==> src/box_downsample_2x2_unit_assert.svh <==
// Assertion macros for the 2x2 box downsampler.
`ifndef BOX_DOWNSAMPLE_2X2_UNIT_ASSERT_SVH
`define BOX_DOWNSAMPLE_2X2_UNIT_ASSERT_SVH

// Check that cons holds in the same cycle as ante.
`define BDS_ASSERT_NOW(label, clk, rst_n, ante, cons) \
    label: assert property (@(posedge clk) disable iff (!rst_n) (ante) |-> (cons)) \
        else $error("bds assertion failed");

// Check that cons holds in the cycle after ante.
`define BDS_ASSERT_NEXT(label, clk, rst_n, ante, cons) \
    label: assert property (@(posedge clk) disable iff (!rst_n) (ante) |=> (cons)) \
        else $error("bds assertion failed");

`endif

==> src/bds_pkg.sv <==
package bds_pkg;

    localparam int MAX_WIDTH   = 4096;
    localparam int MAX_HEIGHT  = 4096;
    localparam int LANES       = 4;
    localparam int SAMPLE_BITS = 16;
    localparam int PAIR_BITS   = SAMPLE_BITS + 1;
    localparam int LINE_DEPTH  = (MAX_WIDTH + 1) / 2;
    localparam int ADDR_BITS   = $clog2(LINE_DEPTH);
    localparam int COL_BITS    = $clog2(MAX_WIDTH);
    localparam int ROW_BITS    = $clog2(MAX_HEIGHT);
    localparam int DIM_BITS    = 13;
    localparam int CH_BITS     = 3;
    localparam int IDX_BITS    = 2;

    localparam logic [IDX_BITS-1:0] CFG_SRC_WIDTH  = 2'd0;
    localparam logic [IDX_BITS-1:0] CFG_SRC_HEIGHT = 2'd1;
    localparam logic [IDX_BITS-1:0] CFG_CH_COUNT   = 2'd2;

    typedef logic [SAMPLE_BITS-1:0] t_sample;
    typedef logic [ADDR_BITS-1:0]   t_addr;

    typedef struct packed {
        logic  accept;
        logic  clear;
        logic  hold;
        logic  wr;
        logic  dbl_pair;
        logic  dbl_total;
        logic  active;
        t_addr addr;
    } t_lane_ctl;

endpackage

==> src/bds_merge.sv <==
module bds_merge
    import bds_pkg::*;
(
    input  logic    i_clk,
    input  logic    i_rst_n,
    input  logic    i_load,
    input  t_sample i_means [LANES],
    input  logic    i_row_end,
    input  logic    i_image_end,
    input  logic    i_stall,
    output logic    o_free,
    output logic    o_valid,
    output t_sample o_means [LANES],
    output logic    o_row_end,
    output logic    o_image_end
);

    logic    r_vld;
    t_sample r_means [LANES];
    logic    r_row_end;
    logic    r_image_end;

    assign o_free = !r_vld || !i_stall;

    always_ff @(posedge i_clk) begin
        if (!i_rst_n) begin
            r_vld <= 1'b0;
        end else if (i_load) begin
            r_vld <= 1'b1;
        end else if (!i_stall) begin
            r_vld <= 1'b0;
        end
    end

    always_ff @(posedge i_clk) begin
        if (i_load) begin
            r_means     <= i_means;
            r_row_end   <= i_row_end;
            r_image_end <= i_image_end;
        end
    end

    assign o_valid     = r_vld;
    assign o_means     = r_means;
    assign o_row_end   = r_row_end;
    assign o_image_end = r_image_end && r_row_end;

endmodule
==> config.mk <==
export PLATFORM = sky130hd
export DESIGN_NAME = bds_merge
export DESIGN_NICKNAME = d
export VERILOG_FILES = /design/src/box_downsample_2x2_unit_assert.svh /design/src/bds_pkg.sv /design/src/bds_merge.sv
export SDC_FILE = /design/constraint.sdc
export NUM_CORES = 1
export LEC_CHECK = 0
export ABC_AREA = 1
export BUFFER_PORTS_ARGS = -buffer_cell sky130_fd_sc_hd__buf_2
export CAP_MARGIN = 20
export CORE_ASPECT_RATIO = 0.5
export CORE_MARGIN = 2
export CORE_UTILIZATION = 36
export DETAILED_ROUTE_END_ITERATION = 12
export MAX_ROUTING_LAYER = met4
export PLACE_DENSITY_LB_ADDON = 0.3
export SLEW_MARGIN = 20
export SYNTH_ARGS = -nofsm -noshare
export SYNTH_HDL_FRONTEND = slang
export SYNTH_SLANG_ARGS = --single-unit
==> constraint.sdc <==
create_clock -name i_clk -period 0.8 [get_ports i_clk]
set_clock_uncertainty 0.15 [all_clocks]
set_input_delay 0.12 -clock i_clk [delete_from_list [all_inputs] [get_ports i_clk]]
set_output_delay 0.12 -clock i_clk [all_outputs]
set_load 0.02 [all_outputs]
==> results of run 1 <==
through the flow:
stage | total power, mW | setup slack, ns | setup TNS (ns) | hold slack [ns]
2_1_floorplan | 4.69 | -0.111 | -0.147 | 0.0689
3_3_place_gp | 5.19 | -0.153 | -9.14 | 0.148
3_5_place_dp | 5.21 | -0.161 | -9.69 | 0.148
4_1_cts | 8.57 | -0.416 | -21.47 | -0.178
5_1_grt | 8.93 | -0.447 | -23.01 | -0.184
6_report | 8.62 | -0.408 | -20.66 | -0.166
logic make-up after synthesis:
group / count (synthesis) / synth area share
AOI/OAI and AO/OA: 1 / 0.00431
buffers and inverters: 3 / 0.00554
DFF: 67 / 0.985
and+or+nand+nor: 2 / 0.00493
worst reg2reg max path, cell delays in order (launching register included):
cell     delay [ns]
dfxtp_2        0.34
nand2_2        0.06
buf_6          0.12
a21oi_2        0.11
cells in the mapped netlist, drive strengths merged:
cell type | instances | area (um^2)
a21oi | 1 | 8.76
dfxtp | 1 | 20.0
edfxtp | 66 | 1980
inv | 3 | 11.3
nand2 | 2 | 10.0
sequential cells by signal, indices dropped and copies added (netlist names):
signal / cells
r_image_end: 1
o_valid: 1
o_row_end: 1
o_means: 64
power by group:
group          leakage [nW]  internal, mW  switching (mW)
Sequential            0.655          4.18           0.104
Combinational         0.689         0.521           0.577
Clock                 0.125          2.03            1.21
worst max-delay path by stage:
stage	end	start	slack, ns
after global placement	o_means[12]$_DFFE_PP_	i_load	-0.15
after global routing	o_image_end	o_row_end$_DFFE_PP_	-0.45
final	o_image_end	o_row_end$_DFFE_PP_	-0.41
after floorplan	o_image_end	o_row_end$_DFFE_PP_	-0.11
after detailed placement	o_means[24]$_DFFE_PP_	i_load	-0.16
after CTS	o_image_end	o_row_end$_DFFE_PP_	-0.42
repair_timing:
action                                  CTS  global route
hold endpoints to repair                 67            67
pin swaps                                 2             3
setup buffers                             1             1
resized for setup                        38            47
endpoints found under the setup margin   68            69
routing by layer:
layer | global-route usage | vias up | wire (um) | part of all wire
li1 | - | 595 | - | -
met1 | 0.153 | 613 | 1480 | 0.33
met2 | 0.274 | 39 | 2710 | 0.60
met3 | 0.0526 | 8 | 234 | 0.052
met4 | 0.0661 | 0 | 82 | 0.018
met5 | - | - | 0 | 0
layout make-up:
cell class | instances | area (um^2)
repair buffers | 142 | 1030
well taps | 73 | 91.3
multi-input cells | 3 | 18.8
clock inverters | 5 | 21.3
inverters | 3 | 11.3
clock buffers | 10 | 229
fillers | 425 | 2060
flip-flops and latches | 67 | 2000
==> results by group, run 1 <==
GRT
  • Total GRT Usage: 0.153
  • Global-route wire length before repair: 6.64 mm
  • Antenna violations before repair: 0
  • GRT overflow: 0
  • Vias in the first global route: 1319
  • Largest net degree at the start of global routing: 28

Worst setup path
  • Crit path capture type: output pin
  • Critical Path RT: 0.53 ns
  • FF-to-FF setup slack: -0.04 ns
  • Critical Path Max Stage Delay: 0.39 ns
  • Setup CP Type: flip-flop to output pin
  • Data arrival, critical path: 0.94 ns
  • Worst R2R Path Depth: 3
  • Critical R2R Capture: o_valid$_SDFFE_PN0P_
  • CP max FO: 2
  • Crit path buf inv count: 2
  • CP delay by family, top: flip-flops
  • Worst path cell trace: nand2_1, inv_2, buf_6
  • Startpoint types: flip-flop
  • CP Depth: 3
  • Slowest-stage cell, CP: edfxtp_1
  • R2r startpoint: o_valid$_SDFFE_PN0P_

STA
  • Worst Tran Pin Value: 0.147 ns
  • RSZ-0062 raised after global routing: yes
  • Crit path time final: 1.21 ns
  • Setup violations, final: 69
  • Fin. Hold Viols: 66
  • Final period util: 1.51
  • Fmax: 828 MHz
  • Max-slew headroom: 0.902
  • Max-slew violations: 0
  • WHS: -0.166 ns
  • Final setup margin: -0.408 ns

Clock network
  • Cts bufs inserted: 9
  • Clock Path Buffers: 2
  • CTS root buf: clkbuf_16
  • Hold buffer count at cts: 1
  • Reg clk slew, reported paths: 0.05 ns
  • Sink Count: 67
  • H-tree levels: 3
  • Worst skew pair latency: 0.31 ns
  • CTS tree: yes

Floorplan
  • Num rows: 19
  • Die Y: 57.1 um
  • Die ar.: 6300 um^2
  • Core area: 5470 um^2
  • Die width: 110 um
  • Initial Utilization: 0.372
  • # IOs: 138

Pwr
  • Pwr Density: 2530 nW/um^2
  • Leak pwr: 1.47 nW
  • Peak VDD IR: 1.13 mV

Final layout
  • Net count reported at finish: 296
  • Post-Layout Inst Area: 3400 um^2
  • Ant. Diodes: 0
  • Post-route insts no fill: 303
  • Layout cells sized above 1: 0.678
  • Final Util: 0.623
  • Most common cell after layout, fill and taps aside: buf_2
  • Most frequent cells in the layout: buf_2, edfxtp_1, buf_6, clkbuf_16
  • Syn-to-layout area delta: 67.5%

Placed design
  • Number of port buffers: 137
  • Post-detail-place hpwl: 3.36 mm
  • GP Congestion: 0.742
  • DP Area: 2870 um^2
  • Cells after DPL: 286

Min path
  • Tightest Hold Check Type: input pin to flip-flop
  • WHS Endpoint: o_means[59]$_DFFE_PP_
  • Cells on Worst Hold Path: 1
  • Hold path startpoint: i_means[59]

Status
  • Status: complete, but fails checks
  • Failing checks: negative hold slack, negative setup slack

Route
  • DRT iter0 DRCs: 37
  • Drt total wl: 4.50 mm
  • DR WL/cell: 14.8 um
  • Final antenna-violating net count: 0
  • Residual DRC: 0
  • Routed via count: 1255
  • Via density per instance: 4.14
  • DRT Pass-1 Iters: 3

Synth
  • Synthesized net count: 143
  • Post-Syn Area: 2030 um^2
  • Library cells used by synthesis: 6
  • Sequential share of the synthesized area: 0.985
  • Ys Warns: 0
  • Syn Inst Count: 73
  • Syn Area/Cell: 27.8 um^2
  • Flops & latches, synth: 67

Job
  • Max_cap viols: 0
No activity file was read; power rests on OpenSTA's default activity.
==> run 2, diff against run 1 <==
- ABC_AREA: 1 -> unset
==> results by group, run 2 <==
Synth
  • Library cells used by synthesis: 6 (unchanged)
  • Post-synth ARST share: 0 (unchanged)
  • Leading area contributor after synthesis: edfxtp_1
  • Predominant post-synthesis flop cell: edfxtp_1
  • EDFF count, synth: 66 (unchanged)
  • Sequential share of the synthesized area: 0.989 (+0.00427)
  • Flops & latches, synth: 67 (unchanged)
  • Synthesized net count: 141 (-1.4%)
  • Syn Area/Cell: 28.5 um^2 (+2.4%)
  • Synth area leaders: edfxtp_1, dfxtp_1, and2_1, nor2b_1, a21oi_1
  • Top-area cell type share of the netlist area: 0.980 (+0.00422)
  • Ys Warns: 0 (unchanged)
  • Syn Inst Count: 71 (-2.7%)
  • Post-Syn Area: 2020 um^2 (-0.43%)
  • Count leader, synth: edfxtp_1

Placed design
  • Number of port buffers: 137 (unchanged)
  • GP Congestion: 0.782 (+5.4%)
  • Post-detail-place hpwl: 3.19 mm (-5.0%)
  • DP Area: 2850 um^2 (-0.57%)

Final layout
  • Most frequent cells in the layout: buf_2, edfxtp_1, buf_6, clkbuf_8, dlygate4sd3_1
  • Ant. Diodes: 0 (unchanged)
  • Max reg flops: 64 (unchanged)
  • Post-Layout Inst Area: 3370 um^2 (-0.99%)
  • Net count reported at finish: 296 (unchanged)
  • Syn-to-layout area delta: 66.6%
  • Most common cell after layout, fill and taps aside: buf_2
  • Layout cells sized above 1: 0.671 (-0.00727)

STA
  • Max-slew headroom: 0.881 (-0.0212)
  • RSZ-0062 raised after global routing: yes
  • Crit path time final: 1.26 ns (+0.0550 ns)
  • Setup violations, final: 70 (+1.4%)
  • Fin. Hold Viols: 61 (-7.6%)
  • Worst Tran Pin Value: 0.179 ns (+0.0318 ns)
  • Max-slew violations: 0 (unchanged)
  • WHS: -0.191 ns (-0.0251 ns)
  • Final setup margin: -0.463 ns (-0.0550 ns)
  • Final period util: 1.58 (+0.0687)
  • Fmax: 792 MHz (-4.4%)

GRT
  • Largest net degree at the start of global routing: 31 (+11%)
  • GRT overflow: 0 (unchanged)
  • Antenna violations before repair: 0 (unchanged)
  • Vias in the first global route: 1273 (-3.5%)
  • Global-route wire length before repair: 6.06 mm (-8.8%)
  • Total GRT Usage: 0.144 (-0.00974)

Worst setup path
  • Worst path cell trace: and2_4, buf_6
  • Startpoint types: flip-flop
  • Setup CP Type: flip-flop to output pin
  • Setup crit start: o_row_end$_DFFE_PP_
  • CP max FO: 2 (unchanged)
  • R2r startpoint: o_valid$_SDFFE_PN0P_
  • Crit path capture type: output pin
  • Critical R2R Capture: o_valid$_SDFFE_PN0P_
  • FF-to-FF setup slack: 0.03 ns (+0.07 ns)
  • Worst R2R Path Depth: 2 (-1)
  • Slowest-stage cell, CP: edfxtp_1
  • Data arrival, critical path: 0.99 ns (+0.05 ns)
  • Critical Path Max Stage Delay: 0.39 ns (about the same)
  • Critical Path RT: 0.53 ns (about the same)

Pwr
  • Pwr Density: 2360 nW/um^2 (-6.7%)
  • Combinational cell fraction of total power: 0.139 (+0.012)
  • Sw power: 1.85 mW (-2.3%)
  • Pwr Total: 7.96 mW (-7.6%)
  • Pint: 6.11 mW (-9.1%)
  • Sequential power share: 0.536 (+0.039)
  • Peak VDD IR: 1.01 mV (-11%)
  • Clock Power Share: 0.325 (-0.051)
  • Leak pwr: 1.43 nW (-2.5%)
  • Switching Fraction: 0.232 (+0.0127)

Job
  • Max_cap viols: 0 (unchanged)

Min path
  • Cells on Worst Hold Path: 1 (unchanged)
  • Tightest Hold Check Type: input pin to flip-flop
  • Hold path startpoint: i_means[37]
  • WHS Endpoint: o_means[37]$_DFFE_PP_

Status
  • Failing checks: negative hold slack, negative setup slack
  • Status: complete, but fails checks

Clock network
  • CTS root buf: clkbuf_8
  • Sink Count: 67 (unchanged)
  • Worst skew pair latency: 0.33 ns (+0.02 ns)
  • H-tree levels: 3 (unchanged)
  • Clock Path Buffers: 2 (unchanged)
  • Cts bufs inserted: 9 (unchanged)
  • Reg clk slew, reported paths: 0.07 ns (+0.02 ns)
  • CTS tree: yes

Floorplan
  • Die ar.: 6270 um^2 (-0.41%)
  • Core area: 5440 um^2 (-0.43%)
  • Die Y: 57.0 um (-0.20%)
  • Die width: 110 um (-0.20%)
  • # IOs: 138 (unchanged)
  • Initial Utilization: 0.372 (about the same)
  • Num rows: 19 (unchanged)

Route
  • Via density per instance: 4.13 (-0.41%)
  • DR WL/cell: 14.5 um (-2.6%)
  • Drt total wl: 4.40 mm (-2.2%)
  • Routed via count: 1254 (-0.080%)
  • DRT Pass-1 Iters: 4 (+1)
  • Final antenna-violating net count: 0 (unchanged)
  • DRT iter0 DRCs: 27 (-27%)
  • Residual DRC: 0 (unchanged)
## run 2: logic make-up after synthesis
group / after synthesis / synth area share
flip-flops: 67 / 0.989
AND/OR/NAND/NOR: 3 / 0.00804
AO/OA/AOI/OAI: 1 / 0.00247
## run 2: metrics by stage
step	utilization	std cells	TNS, ns	hold WS [ns]	setup WS, ns
floorplan	-	71	-0.142	0.0689	-0.142
global placement	0.524	284	-9.35	0.147	-0.157
detailed placement	0.524	284	-10.08	0.148	-0.178
global route	0.619	304	-25.14	-0.211	-0.497
CTS	0.581	305	-24.05	-0.212	-0.477
finish	0.619	304	-22.60	-0.191	-0.463
## run 2: timing repair
item / CTS / global route
hold buffers: 5 / 2
endpoints found under the hold margin: 67 / 63
setup endpoints to repair: 68 / 73
resized for setup: 24 / 64
buffers inserted: 0 / 1
## run 2: per-layer routing
layer / routed length (um) / track usage / up-vias
li1: - / - / 593
met1: 1570 / 0.154 / 609
met2: 2510 / 0.238 / 43
met3: 239 / 0.0491 / 9
met4: 81 / 0.0759 / 0
met5: 0 / - / -
## run 2: cell type report
class                      instances  area [um^2]
fill                             415         2070
tap                               73         91.3
clock inverter                     6         56.3
multi-input combinational          4         30.0
timing repair buffer             144         1060
sequential                        67         2010
clock buffer                      10          128
## run 2: how the worst max path moves through the flow
| stage | endpoint |
|---|---|
| after floorplan | o_image_end |
| after global placement | o_means[14]$_DFFE_PP_ |
| after detailed placement | o_means[25]$_DFFE_PP_ |
| after CTS | o_image_end |
| after global routing | o_image_end |
| final | o_image_end |
## run 2: critical path: cells and delay by family (launching register included)
| family | cells | cell delay [ns] |
|---|---|---|
| flip-flops | 1 | 0.39 |
| AND/OR/NAND/NOR | 1 | 0.15 |
| buffers and inverters | 1 | 0.12 |
## run 2: power by group through the flow
| stage | clock network (mW) | logic (mW) | registers (mW) |
|---|---|---|---|
| 2_1_floorplan | 0 | 0.0192 | 4.67 |
| 3_3_place_gp | 0 | 0.881 | 4.30 |
| 3_5_place_dp | 0 | 0.894 | 4.31 |
| 4_1_cts | 2.68 | 0.968 | 4.24 |
| 5_1_grt | 2.80 | 1.16 | 4.29 |
| 6_report | 2.59 | 1.11 | 4.27 |
